### config.mk
export PLATFORM = sky130hd
export DESIGN_NAME = sprite_rle_decoder
export DESIGN_NICKNAME = d
export VERILOG_FILES = /design/src/rtl/core/srd_pkg.sv /design/src/rtl/core/srd_in_stage.sv /design/src/rtl/core/srd_core.sv /design/src/rtl/core/srd_out_stage.sv /design/src/rtl/core/sprite_rle_decoder.sv
export VERILOG_INCLUDE_DIRS = /design/src /design/src/rtl/core
export SDC_FILE = /design/constraint.sdc
export NUM_CORES = 1
export LEC_CHECK = 0
export BUFFER_PORTS_ARGS = -buffer_cell sky130_fd_sc_hd__buf_2
export CAP_MARGIN = 20
export CORE_AREA = 4 4 100 102
export CTS_CLUSTER_SIZE = 16
export DETAILED_ROUTE_END_ITERATION = 10
export DIE_AREA = 0 0 104 106
export PLACE_DENSITY = 0.75
export SETUP_SLACK_MARGIN = 0.5
export SYNTH_ARGS = -nofsm -noshare
export SYNTH_HDL_FRONTEND = slang
export SYNTH_SLANG_ARGS = --single-unit
export TNS_END_PERCENT = 100
### constraint.sdc
create_clock -name clock -period 3 [get_ports clock]
set_input_delay 0.15 -clock clock [delete_from_list [all_inputs] [get_ports clock]]
set_output_delay 0.15 -clock clock [all_outputs]
set_load 0.1 [all_outputs]
### src/rtl/core/sprite_rle_decoder_defines.svh
// Assertion macros shared by the sprite run-length decoder RTL.
// Depends on nothing; included by files that carry concurrent assertions.
`ifndef SPRITE_RLE_DECODER_DEFINES_SVH
`define SPRITE_RLE_DECODER_DEFINES_SVH

// Property that must hold at every rising edge outside of reset.
`define SRD_ASSERT(label, clk, rst, prop) \
   label: assert property (@(posedge clk) disable iff (rst) (prop)) \
      else $error("sprite_rle_decoder assertion failed in %m");

// A condition at one edge implies a property at the next edge.
`define SRD_ASSERT_NEXT(label, clk, rst, cond, prop) \
   label: assert property (@(posedge clk) disable iff (rst) (cond) |=> (prop)) \
      else $error("sprite_rle_decoder next-cycle assertion failed in %m");

`endif

### src/rtl/core/srd_pkg.sv
// Shared types and constants for the sprite run-length decoder.
// Depends on nothing; imported by every module of the decoder.
package srd_pkg;

   // Input item kinds, carried on req_tuser.
   localparam logic [1:0] OP_START = 2'd0;
   localparam logic [1:0] OP_CMD   = 2'd1;
   localparam logic [1:0] OP_PIXEL = 2'd2;

   // Configuration register indexes.
   localparam int unsigned CSR_INDEX_W = 8;
   localparam logic [CSR_INDEX_W-1:0] CSR_ROW_WIDTH = 8'd0;
   localparam logic [CSR_INDEX_W-1:0] CSR_MIRROR    = 8'd1;

   // Field widths and limits.
   localparam int unsigned CURSOR_W   = 11;
   localparam int unsigned ROW_W      = 10;
   localparam int unsigned COPY_W     = 8;
   localparam int unsigned SKIP_W     = 7;
   localparam int unsigned PIXEL_W    = 8;
   localparam int unsigned FIELD_LIMIT = 1024;
   localparam logic [CURSOR_W-1:0] CURSOR_MAX = 11'd2047;

   typedef struct packed {
      logic [1:0]  op;
      logic [15:0] value;
   } req_item_type;

   typedef struct packed {
      logic [ROW_W-1:0]   row;
      logic [ROW_W-1:0]   column;
      logic [PIXEL_W-1:0] pixel;
      logic               written;
      logic               stray;
   } rsp_item_type;

endpackage

### src/rtl/core/srd_in_stage.sv
// Input register of the sprite run-length decoder.
// Depends on srd_pkg for the input item type.
module srd_in_stage (
   input  logic                 clock,
   input  logic                 reset,
   input  logic                 req_tvalid,
   output logic                 req_tready,
   input  srd_pkg::req_item_type req_item,
   input  logic                 advance,
   output logic                 item_valid,
   output srd_pkg::req_item_type item
);
   import srd_pkg::*;

   logic         valid_ff, valid_in;
   req_item_type item_ff;

   // The slot takes a new item when it is empty or its item moves on.
   assign req_tready = !valid_ff || advance;
   assign valid_in   = req_tready ? req_tvalid : valid_ff;

   always_ff @(posedge clock) begin
      if (reset) begin
         valid_ff <= 1'b0;
      end else begin
         valid_ff <= valid_in;
      end
   end

   always_ff @(posedge clock) begin
      if (req_tready && req_tvalid) begin
         item_ff <= req_item;
      end
   end

   assign item_valid = valid_ff;
   assign item       = item_ff;

endmodule

### src/rtl/core/srd_core.sv
// Cursor, row and copy-count state with the per-item decode logic.
// Depends on srd_pkg for item types, operation codes and limits.
module srd_core #(
   parameter logic [9:0] LAST_ROW = 10'd1023
) (
   input  logic                  clock,
   input  logic                  reset,
   input  logic                  step,
   input  srd_pkg::req_item_type item,
   input  logic [10:0]           eff_width,
   input  logic                  mirror,
   output logic                  result_valid,
   output srd_pkg::rsp_item_type result
);
   import srd_pkg::*;

   logic [CURSOR_W-1:0] cursor_ff, cursor_in;
   logic [ROW_W-1:0]    row_ff, row_in;
   logic [COPY_W-1:0]   pend_ff, pend_in;

   logic [CURSOR_W-1:0] base;
   logic [CURSOR_W:0]   skip_sum;
   logic [CURSOR_W-1:0] col_full;
   logic                visible;

   always_comb begin
      cursor_in    = cursor_ff;
      row_in       = row_ff;
      pend_in      = pend_ff;
      result_valid = 1'b0;

      base     = item.value[15] ? '0 : cursor_ff;
      skip_sum = {1'b0, base} + {{(CURSOR_W + 1 - SKIP_W){1'b0}}, item.value[14:8]};
      visible  = cursor_ff < eff_width;
      col_full = mirror ? (eff_width - 11'd1 - cursor_ff) : cursor_ff;

      result.row     = row_ff;
      result.column  = '0;
      result.pixel   = item.value[PIXEL_W-1:0];
      result.written = 1'b0;
      result.stray   = 1'b0;

      unique case (item.op)
         OP_START: begin
            cursor_in = '0;
            row_in    = '0;
            pend_in   = '0;
         end
         OP_CMD: begin
            if (item.value[15] && (row_ff < LAST_ROW)) begin
               row_in = row_ff + 10'd1;
            end
            cursor_in = skip_sum[CURSOR_W] ? CURSOR_MAX : skip_sum[CURSOR_W-1:0];
            pend_in   = item.value[COPY_W-1:0];
         end
         OP_PIXEL: begin
            result_valid = 1'b1;
            if (pend_ff == '0) begin
               result.stray = 1'b1;
            end else begin
               if (visible) begin
                  result.written = 1'b1;
                  result.column  = col_full[ROW_W-1:0];
               end
               if (cursor_ff != CURSOR_MAX) begin
                  cursor_in = cursor_ff + 11'd1;
               end
               pend_in = pend_ff - 8'd1;
            end
         end
         default: begin
            // Unused operation code: no result, no state change.
         end
      endcase
   end

   always_ff @(posedge clock) begin
      if (reset) begin
         cursor_ff <= '0;
         row_ff    <= '0;
         pend_ff   <= '0;
      end else if (step) begin
         cursor_ff <= cursor_in;
         row_ff    <= row_in;
         pend_ff   <= pend_in;
      end
   end

endmodule

### src/rtl/core/srd_out_stage.sv
// Result register of the sprite run-length decoder.
// Depends on srd_pkg for the result item type.
module srd_out_stage (
   input  logic                  clock,
   input  logic                  reset,
   input  logic                  load,
   input  logic                  load_valid,
   input  srd_pkg::rsp_item_type load_item,
   output logic                  free,
   output logic                  rsp_tvalid,
   input  logic                  rsp_tready,
   output srd_pkg::rsp_item_type rsp_item
);
   import srd_pkg::*;

   logic         valid_ff, valid_in;
   rsp_item_type item_ff;

   // Free when empty or when the held result leaves this cycle.
   assign free = !valid_ff || rsp_tready;

   always_comb begin
      if (load) begin
         valid_in = load_valid;
      end else if (rsp_tready) begin
         valid_in = 1'b0;
      end else begin
         valid_in = valid_ff;
      end
   end

   always_ff @(posedge clock) begin
      if (reset) begin
         valid_ff <= 1'b0;
      end else begin
         valid_ff <= valid_in;
      end
   end

   always_ff @(posedge clock) begin
      if (load && load_valid) begin
         item_ff <= load_item;
      end
   end

   assign rsp_tvalid = valid_ff;
   assign rsp_item   = item_ff;

endmodule

### src/rtl/core/sprite_rle_decoder.sv
// Top level of the sprite run-length decoder: ports, configuration registers.
// Depends on srd_pkg, srd_in_stage, srd_core, srd_out_stage and the defines header.
//
//   Channel   Direction  Handshake               Payload
//   req_      in         req_tvalid/req_tready   tuser operation, tdata value
//   rsp_      out        rsp_tvalid/rsp_tready   tdata row/column/pixel, tuser flags
//   csr_      in         csr_valid/csr_ready     csr_index, csr_data
//
// Every item passes from its transfer on req_ to its result on rsp_ through the input
// register, then through the decode logic into the result register. One item is
// accepted per cycle while rsp_ is not stalled; the rate is set by the per-item update
// of the cursor, row and copy-count registers. A stall on rsp_ holds the result
// register and backs up into the input register, then into req_tready.
// Reset clears the decode state and loads row_width and mirror to their defaults.
`include "sprite_rle_decoder_defines.svh"

module sprite_rle_decoder #(
   parameter int unsigned MAX_WIDTH = 1024,
   parameter int unsigned MAX_ROWS  = 1024
) (
   input  logic        clock,
   input  logic        reset,
   // Input item channel.
   input  logic        req_tvalid,
   output logic        req_tready,
   input  logic [15:0] req_tdata,   // [15:0] value
   input  logic [1:0]  req_tuser,   // [1:0] operation
   // Result channel.
   output logic        rsp_tvalid,
   input  logic        rsp_tready,
   output logic [31:0] rsp_tdata,   // [9:0] row, [19:10] column, [27:20] pixel, zero fill
   output logic [1:0]  rsp_tuser,   // [0] written, [1] stray
   // Configuration write channel.
   input  logic        csr_valid,
   output logic        csr_ready,
   input  logic [7:0]  csr_index,
   input  logic [10:0] csr_data
);
   import srd_pkg::*;

   // Effective clip width and last row follow from the size parameters.
   localparam int unsigned WIDTH_CAP = (MAX_WIDTH > FIELD_LIMIT) ? FIELD_LIMIT : MAX_WIDTH;
   localparam int unsigned ROW_CAP   = (MAX_ROWS > FIELD_LIMIT) ? FIELD_LIMIT : MAX_ROWS;
   localparam logic [10:0] WIDTH_CAP_W = 11'(WIDTH_CAP);
   localparam logic [9:0]  LAST_ROW    = 10'(ROW_CAP - 1);

   // The width register stores the already clamped width, so the decode
   // path sees min(row_width, MAX_WIDTH, 1024) without a compare of its own.
   logic [10:0] width_ff, width_in;
   logic        mirror_ff, mirror_in;

   logic         item_valid;
   req_item_type req_item;
   req_item_type item;
   logic         advance;
   logic         out_free;
   logic         result_valid;
   rsp_item_type result;
   rsp_item_type rsp_item;

   // Configuration writes are always taken.
   assign csr_ready = 1'b1;

   always_comb begin
      width_in  = width_ff;
      mirror_in = mirror_ff;
      if (csr_valid) begin
         if (csr_index == CSR_ROW_WIDTH) begin
            width_in = (csr_data > WIDTH_CAP_W) ? WIDTH_CAP_W : csr_data;
         end else if (csr_index == CSR_MIRROR) begin
            mirror_in = csr_data[0];
         end
      end
   end

   always_ff @(posedge clock) begin
      if (reset) begin
         width_ff  <= WIDTH_CAP_W;
         mirror_ff <= 1'b0;
      end else begin
         width_ff  <= width_in;
         mirror_ff <= mirror_in;
      end
   end

   assign req_item.op    = req_tuser;
   assign req_item.value = req_tdata;

   // An item moves through the decode logic when the result register can
   // take whatever it produces; items without a result move the same way.
   assign advance = item_valid && out_free;

   srd_in_stage u_in_stage (
      .clock      (clock),
      .reset      (reset),
      .req_tvalid (req_tvalid),
      .req_tready (req_tready),
      .req_item   (req_item),
      .advance    (advance),
      .item_valid (item_valid),
      .item       (item)
   );

   srd_core #(
      .LAST_ROW (LAST_ROW)
   ) u_core (
      .clock        (clock),
      .reset        (reset),
      .step         (advance),
      .item         (item),
      .eff_width    (width_ff),
      .mirror       (mirror_ff),
      .result_valid (result_valid),
      .result       (result)
   );

   srd_out_stage u_out_stage (
      .clock      (clock),
      .reset      (reset),
      .load       (advance),
      .load_valid (result_valid),
      .load_item  (result),
      .free       (out_free),
      .rsp_tvalid (rsp_tvalid),
      .rsp_tready (rsp_tready),
      .rsp_item   (rsp_item)
   );

   assign rsp_tdata = {4'd0, rsp_item.pixel, rsp_item.column, rsp_item.row};
   assign rsp_tuser = {rsp_item.stray, rsp_item.written};

   // A stray pixel is never placed, so its column reads zero.
   `SRD_ASSERT(a_stray_no_column, clock, reset,
      !(rsp_tvalid && rsp_tuser[1]) || (rsp_tdata[19:10] == 10'd0))
   // The row counter saturates at the last row.
   `SRD_ASSERT(a_row_in_range, clock, reset, !rsp_tvalid || (rsp_tdata[9:0] <= LAST_ROW))
   // A held input item stays in its register until the decode logic takes it.
   `SRD_ASSERT_NEXT(a_item_held, clock, reset, item_valid && !advance, item_valid)

endmodule
==> results of run 1 <==
per-stage QoR:
stage	power (W)	util, %	setup slack (ns)	area (µm²)	instances
6_report	0.002432	65.04	0.6313	5924	735
5_1_grt	0.002524	65.04	0.3825	5924	735
4_1_cts	0.002448	64.85	0.5383	5907	735
3_5_place_dp	0.001625	60.41	0.5052	5503	697
3_3_place_gp	0.001620	60.41	0.5865	5503	697
2_1_floorplan	0.001563	-	0.6794	5097	533
timing repair:
| item | CTS | global route |
|---|---|---|
| resized for setup | 0 | 8 |
| setup buffers | 3 | 0 |
| pin swaps | 0 | 1 |
| hold endpoints to repair | 19 | 0 |
| setup endpoints to repair | 2 | 10 |
| hold buffers | 19 | 0 |
placed cells by master, fill, tap and decap left out, drive strengths merged, types with 10 or more instances in the layout:
cell type,instances
buf,80
nand3,14
dfxtp,43
inv,43
a21oi,37
nand3b,11
nor2,57
xnor2,16
nor3,13
edfxtp,48
mux2i,10
nand2,48
ha,34
dlygate4sd3,19
o21ai,30
cells by family after synthesis:
logic type,after synthesis
and+or+nand+nor,178
AOI/OAI and AO/OA,129
DFF,91
buffers and inverters,62
adders and majority gates,36
xor gates and xnor gates,22
muxes,10
other,2
area by class of cell:
class | count | area [µm²]
fillers | 770 | 3184
multi-input cells | 380 | 2536
flip-flops and latches | 91 | 2307
repair buffers | 99 | 608.1
inverters | 38 | 142.6
well taps | 111 | 138.9
clock buffers | 9 | 123.9
clock inverters | 7 | 67.56
worst max-delay path, cell delays in order, from the launching register on:
cell and delay (ns):
dfxtp_1 0.48, inv_1 0.17, ha_1 0.40, nand4_1 0.15
a21oi_1 0.09, o31a_1 0.30, o21ai_0 0.23, mux2i_1 0.22
a21oi_1 0.08
layer usage:
metal	vias to the layer above	wire length, µm	track usage, %
met3	27	709	2.854
li1	2076	-	-
met4	0	240	7.407
met1	2029	5026	27.84
met2	155	5429	34.91
met5	-	0	0
power breakdown:
group	switching [W]	internal, W
logic	0.000185	0.0000895
registers	0.0000160	0.00133
clock network	0.000485	0.000325
total	0.000686	0.00175
worst paths after layout:
| check | startpoint | end | slack (ns) | cells after the start |
|---|---|---|---|---|
| worst min-delay path | csr_data[0] | mirror_ff$_SDFFE_PP0P_ | 0.04 | 3 |
| worst max-delay path | u_core.cursor_ff[5]$_SDFFE_PP0P_ | u_out_stage.rsp_item[19]$_SDFFCE_PP0P_ | 0.63 | 8 |
| worst max register to register | u_core.cursor_ff[5]$_SDFFE_PP0P_ | u_out_stage.rsp_item[19]$_SDFFCE_PP0P_ | 0.63 | 8 |
| worst min register to register | u_in_stage.item[4]$_DFFE_PP_ | u_out_stage.rsp_item[6]$_DFFE_PP_ | 0.46 | 0 |
sequential cells by signal, summed over array words and instances, names as in the netlist:
name	count
u_core.cursor_ff	11
u_in_stage.item_valid	1
mirror_ff	1
u_in_stage.item	18
width_ff	11
u_out_stage.rsp_item	30
u_core.row_ff	10
u_core.pend_ff	8
u_out_stage.rsp_tvalid	1
==> out/qor.txt, run 1 <==
gpl congestion - 0.9346
max cap viols - 0
post-synthesis cell count - 530
I/O Pins - 79
critical path class - flop to flop
top cells by area, synth - edfxtp_1 28%, dfxtp_1 17%, ha_1 8.4%
vias in the first global route - 4,054
Post-route DRC - 0
worst endpoint required time - 3.11 ns
Post-Syn Area per Cell - 9.589 µm²
pin count of the biggest net entering global routing - 34
Post-synth top cells - 56 x nor2_1, 48 x edfxtp_1, 47 x nand2_1
Tot GR Track Use - 20.87%
VDD IR-drop max - 0.2602 mV
top-count cell post-synth - nor2_1
# diodes - 0
Main synth FF type - edfxtp_1
status - finished, final reports clean
fraction of registers with async set or reset after synthesis - 0%
Netlist cell types - 63
RSZ-0062 raised after global routing - true
Final Max Tran Viols - 0
post-synthesis compound-gate area fraction - 16.86%
largest family of logic cells by synthesized area - simple AND/OR/NAND/NOR gates
initial antenna violation count - 0
Final Hold Viols - 0
mux cell area share after synthesis - 1.969%
Final period util - 78.96%
initial core utilization - 55.80%
Worst setup EP type - flop
H-tree depth - 3
die area - 11,020 µm²
Netlist Area Pre-Place - 5082 µm²
Worst slew margin - 46.94%
PortBufs - 73
Post-Synth Adder-Cell Area - 9.158%
Least-Margin Pin Slew - 0.7959 ns
LEAKAGE - 2.318 nW
fmax - 422.2 MHz
CTS Buf Count - 9
final hold slack - 0.04343 ns
post-synthesis sequential area ratio - 45.30%
die height - 106 µm
Num Clock Sinks - 91
WL final - 11,410 µm
Congestion Overflow GR - 0
Pwr Density - 410.6 nW/µm²
post-synthesis xor/xnor area fraction - 3.791%
Die W - 104 µm
share of layout cells above drive strength 1 - 18.75%
crit path launch type - flop
area delta synth->final - 16.57%
first-pass GRT wire length - 19,020 µm
Pre-antenna DRT Iters - 6
flops & latches, synth - 91
arrival time at the worst endpoint - 2.48 ns
Post-synth EDFFs - 48
via count - 4,287
Root Driver - clkbuf_8
DR vias/cell - 5.833
Synth Area in Simple Gates - 17.43%
dpl hpwl - 8248 µm
Tmin final - 2.369 ns
Final setup viols - 0
Synth top area share - 28.36%
DRT iter0 DRCs - 337
Core ar. - 9109 µm²
Worst-path clk slew - 0.09 ns
critical path peak fanout - 7
# rows - 35
Final Skew - 0.01199 ns
clk buf depth - 2
Synth area leader - edfxtp_1
final setup TNS - 0 ns
CTS tree - done
drt wl/cell - 15.52 µm
Synth warnings - 0
antenna-violating nets left - 0
layout net count - 697
clk_lat worst skew - 0.37 ns
Hold Crit Class - input port to flop
Note: power is estimated with default switching activity, not from simulation.
==> run 2: changes to the inputs <==
CORE_AREA = 4 4 104 106   (was 4 4 100 102)
DIE_AREA = 0 0 108 110   (was 0 0 104 106)
PLACE_DENSITY = 0.72   (was 0.75)
clock period = 1.9 ns   (was 3 ns; I/O delays follow)
==> run 2 against run 1 <==
Effect of this change: the run now ends with negative setup slack left; cell count is 18% higher; die area is 7.8% higher; non-clock buffer count is 108 higher; critical path type unchanged.
==> out/qor.txt, run 2 (same netlist as run 1, synthesis figures left out) <==
status - finished, violations left
failing checks - negative setup slack
most used cell, CP - buf_6
most frequent cells in the layout - 72 x buf_2, 72 x buf_4, 48 x edfxtp_1, 43 x nor2_1, 43 x nand2_1
Design Area, Final - 7652 µm²
Die W - 108 µm
H-tree depth - 3
die area - 11,880 µm²
Hold Path End - width_ff[7]$_SDFFE_PP0P_
HP Start - csr_data[7]
clk_lat worst skew - 0.38 ns
fmax - 455.6 MHz
first-pass GRT wire length - 22,590 µm
drt wl/cell - 17.72 µm
final hold slack - 0.01796 ns
Post-route DRC - 0
CTS tree - done
via count - 4,887
cell family with the largest share of critical-path delay - compound AO/OA/AOI/OAI gates
Tmin final - 2.195 ns
Cell Chain, Critical Path - buf_6 -> nor2_4 -> ha_4 -> buf_6 -> or3_4 -> o21ai_4 -> mux2i_1 -> o211ai_1 -> a22o_1
RSZ-0062 raised after global routing - true
pin count of the biggest net entering global routing - 22
Congestion Overflow GR - 0
reg2reg start - u_in_stage.item[15]$_DFFE_PP_
Tot GR Track Use - 24.28%
LEAKAGE - 3.014 nW
Least-Margin Pin Slew - 0.5031 ns
fin util - 78.29%
crit path launch type - flop
Num Clock Sinks - 91
Worst slew margin - 66.31%
critical path peak fanout - 5
Final Max Tran Viols - 0
dpl ws - -0.2878 ns
# rows - 36
dpl hpwl - 9527 µm
Hold Path Stages - 3
Core ar. - 9774 µm²
Worst-path clk slew - 0.09 ns
WL final - 15,380 µm
Placed Area - 6304 µm²
Worst setup EP type - flop
DRT iter0 DRCs - 422
Largest register FFs - 30
arrival time at the worst endpoint - 2.46 ns
share of layout cells above drive strength 1 - 43.95%
layout net count - 808
Critical-path top delay cell - edfxtp_1
die height - 110 µm
Pwr Density - 541.0 nW/µm²
Root Driver - clkbuf_8
worst endpoint required time - 2.17 ns
Max stage delay on crit path - 0.46 ns
max cap viols - 0
antenna-violating nets left - 0
Hold Crit Class - input port to flop
dpl cells - 791
Final Worst Setup Slack - -0.2949 ns
r2r endpoint - u_core.cursor_ff[9]$_SDFFE_PP0P_
Final period util - 115.5%
R2R depth - 9
PortBufs - 73
vias in the first global route - 4,646
CTS Buf Count - 9
initial core utilization - 52.00%
# diodes - 0
area delta synth->final - 50.57%
initial antenna violation count - 0
DR vias/cell - 5.630
Final Skew - 0.01257 ns
Final Hold Viols - 0
critical path class - flop to flop
clk buf depth - 2
I/O Pins - 79
Final setup viols - 28
non-filler instance count after layout - 868
worst reg2reg setup slack - -0.29 ns
Pre-antenna DRT Iters - 7
VDD IR-drop max - 0.3798 mV
Worst Path Buf+Inv - 2
gpl congestion - 0.9370
[run 2: tightest hold or removal path, cell delays in order]
cell and delay [ns]:
buf_2 0.10, nand3b_1 0.08, a21oi_1 0.07
[run 2: power breakdown]
| group | total, W | switching [W] | internal (W) |
|---|---|---|---|
| logic | 0.000671 | 0.000390 | 0.000281 |
| clock network | 0.00134 | 0.000730 | 0.000612 |
| registers | 0.00213 | 0.0000259 | 0.00210 |
[run 2: repair_timing]
item	CTS	global route
setup buffers	17	13
resized for setup	103	49
pin swaps	54	44
endpoints found under the hold margin	27	0
endpoints found under the setup margin	71	73
hold buffers	27	0
cloned	4	0
[run 2: layer usage]
metal	vias to the layer above	part of all wire, %	GRT usage, %
li1	2306	-	-
met1	2345	41	31.49
met2	192	51	41.07
met3	44	5.7	3.960
met4	0	2.5	9.107
met5	-	0	0
[run 2: stage by stage]
stage               TNS (ns)  total power [W]
detailed placement    -3.014         0.002658
global placement      -2.058         0.002648
global route          -5.250         0.004271
CTS                   -1.422         0.004088
floorplan            -0.5868         0.002493
finish                -2.878         0.004140
[run 2: worst max path at each step]
stage	endpoint	slack (ns)	from	depth (start not counted)
after floorplan	u_core.cursor_ff[10]$_SDFFE_PP0P_	-0.17	u_in_stage.item[15]$_DFFE_PP_	10
after global placement	u_core.cursor_ff[2]$_SDFFE_PP0P_	-0.19	u_in_stage.item[15]$_DFFE_PP_	9
after detailed placement	u_core.cursor_ff[2]$_SDFFE_PP0P_	-0.29	u_in_stage.item[15]$_DFFE_PP_	9
after CTS	u_core.cursor_ff[10]$_SDFFE_PP0P_	-0.20	u_in_stage.item[15]$_DFFE_PP_	10
after global routing	u_core.cursor_ff[9]$_SDFFE_PP0P_	-0.37	u_in_stage.item[15]$_DFFE_PP_	9
final	u_core.cursor_ff[9]$_SDFFE_PP0P_	-0.29	u_in_stage.item[15]$_DFFE_PP_	9
[run 2: final cells by class]
class	instances	area, µm²
multi-input combinational	383	3201
inverter	38	162.7
sequential	91	2320
clock inverter	6	63.81
tap	133	166.4
fill	619	2122
clock buffer	10	127.6
timing repair buffer	207	1612
==> run 3: changes to the inputs <==
CORE_AREA = 4 4 103 105   (was 4 4 104 106)
CTS_BUF_LIST = sky130_fd_sc_hd__clkbuf_4 sky130_fd_sc_hd__clkbuf_8   (was unset)
DIE_AREA = 0 0 107 109   (was 0 0 108 110)
PLACE_DENSITY = 0.73   (was 0.72)
==> run 3 against run 2 <==
Effect of this change: the flow still finishes with violations (negative setup slack); worst hold slack got worse by 0.0022 ns; maximum frequency shrank 1.4%; critical path type unchanged; sequential share of layout area up 0.60 points; critical path depth decreased by 1; sequential cell count unchanged.
==> out/qor.txt, run 3 (same netlist as run 1, synthesis figures left out) <==
pin count of the biggest net entering global routing - 22
worst reg2reg setup slack - -0.33 ns
Final Max Tran Viols - 0
Layout fillers - 623
clk_lat worst skew - 0.36 ns
layout net count - 798
Hold Path Stages - 3
failing checks - negative setup slack
Design Area, Final - 7520 µm²
antenna-violating nets left - 0
Hold Crit Class - input port to flop
area of the multi-input gates - 3213 µm²
cell family with the largest share of critical-path delay - compound AO/OA/AOI/OAI gates
Largest register FFs - 30
Final Hold Viols - 0
reg2reg start - u_in_stage.item[15]$_DFFE_PP_
first-pass GRT wire length - 23,300 µm
final setup TNS - -2.896 ns
Worst Path Buf+Inv - 0
Post-route DRC - 0
VDD IR-drop max - 0.4360 mV
r2r endpoint - u_core.cursor_ff[9]$_SDFFE_PP0P_
Final Worst Setup Slack - -0.3267 ns
dpl hpwl - 9689 µm
gpl congestion - 0.9454
drt wl/cell - 17.16 µm
Least-Margin Pin Slew - 0.5428 ns
I/O Pins - 79
Final setup viols - 14
Critical-path top delay cell - edfxtp_1
area delta synth->final - 47.96%
initial antenna violation count - 0
initial core utilization - 52.73%
HP Start - csr_data[3]
Pwr Density - 546.8 nW/µm²
H-tree depth - 3
via count - 4,848
overall power - 0.004112 W
Tmin final - 2.227 ns
max cap viols - 0
Worst setup EP type - flop
Cell Chain, Critical Path - nor2_2 -> ha_4 -> a211oi_2 -> o21bai_2 -> o21ai_4 -> mux2i_1 -> o211ai_1 -> a22o_1
most common cell after layout, fill and taps aside - buf_4
vias in the first global route - 4,792
Placed Area - 6311 µm²
PortBufs - 73
Num Clock Sinks - 91
status - finished, violations left
Final period util - 117.2%
crit path launch type - flop
Hold Path End - width_ff[3]$_SDFFE_PP0P_
worst endpoint required time - 2.17 ns
CTS tree - done
Max stage delay on crit path - 0.51 ns
CTS Buf Count - 9
Core ar. - 9639 µm²
critical path peak fanout - 5
Final Skew - 0.01232 ns
# rows - 36
Worst slew margin - 63.81%
RSZ-0062 raised after global routing - true
# diodes - 0
Worst-path clk slew - 0.09 ns
arrival time at the worst endpoint - 2.49 ns
DRT iter0 DRCs - 313
LEAKAGE - 2.945 nW
R2R depth - 8
FF+latch area - 2325 µm²
Tot GR Track Use - 25.27%
Pre-antenna DRT Iters - 5
Congestion Overflow GR - 0
share of layout cells above drive strength 1 - 43.45%
die height - 109 µm
DR vias/cell - 5.650
fmax - 449.1 MHz
most frequent cells in the layout - 77 x buf_4, 72 x buf_2, 48 x edfxtp_1, 46 x nor2_1, 43 x nand2_1
Die W - 107 µm
die area - 11,660 µm²
critical path class - flop to flop
Root Driver - clkbuf_8
clk buf depth - 2
WL final - 14,730 µm
[run 3: cell types whose count changed in the layout (fill, tap and decap cells not counted), moves of 3 or more]
cell    previous run  this run
nor2_1            43        46
inv_1             24        27
buf_6             32        17
buf_4             72        77
nor2_2            10         7
inv_4              6         2
ha_2               3         6
ha_1              17        14
[run 3: how the worst max path moves through the flow]
stage,start,end,cells after the start
6_report,u_in_stage.item[15]$_DFFE_PP_,u_core.cursor_ff[9]$_SDFFE_PP0P_,8
5_1_grt,u_in_stage.item[15]$_DFFE_PP_,u_core.cursor_ff[9]$_SDFFE_PP0P_,8
4_1_cts,u_in_stage.item[15]$_DFFE_PP_,u_core.cursor_ff[9]$_SDFFE_PP0P_,8
3_5_place_dp,u_in_stage.item[15]$_DFFE_PP_,u_core.cursor_ff[10]$_SDFFE_PP0P_,9
3_3_place_gp,u_in_stage.item[15]$_DFFE_PP_,u_core.cursor_ff[2]$_SDFFE_PP0P_,8
2_1_floorplan,u_in_stage.item[15]$_DFFE_PP_,u_core.cursor_ff[10]$_SDFFE_PP0P_,10
[run 3: layout make-up]
class,count,share of cell area [%]
clock buffers,10,1.747
clock inverters,6,0.8819
flip-flops and latches,91,30.92
well taps,133,2.213
repair buffers,196,19.48
multi-input cells,384,42.73
inverters,38,2.030
[run 3: where the power goes]
| part | leakage [nW] | switching [W] | internal (W) |
|---|---|---|---|
| Clock | 0.104 | 0.000708 | 0.000628 |
| Sequential | 0.820 | 0.0000255 | 0.00210 |
| Combinational | 2.02 | 0.000387 | 0.000263 |
[run 3: routing by layer]
metal / global-route usage, % / share of wire (%)
met1: 32.20 / 42
met2: 43.17 / 49
met3: 4.973 / 5.7
met4: 8.676 / 3.4
met5: 0 / 0
[run 3: worst register-to-register path, delay by kind of cell (launching register included)]
kind | cells | cell delay [ns]
fa+ha+maj | 1 | 0.24
flops | 1 | 0.51
mux | 1 | 0.25
simple gates | 1 | 0.21
compound gates | 5 | 0.92
[run 3: what timing repair did]
action                     in CTS  in global routing
setup endpoints to repair      71                 71
resized for setup              96                 40
hold endpoints to repair       27                  0
cloned                          5                  0
hold buffers                   27                  0
pin swaps                      51                 20
buffers inserted               14                  4
[run 3: through the flow]
| step | cells | util (%) | setup WS (ns) | hold WS [ns] |
|---|---|---|---|---|
| final | 858 | 78.01 | -0.3267 | 0.01581 |
| after global routing | 858 | 78.01 | -0.4045 | 0.009481 |
| after CTS | 854 | 75.65 | -0.2651 | 0.007045 |
| after detailed placement | 792 | 65.47 | -0.3262 | 0.2731 |
| after global placement | 792 | 65.47 | -0.2324 | 0.2710 |
| after floorplan | 533 | - | -0.1671 | 0.1939 |
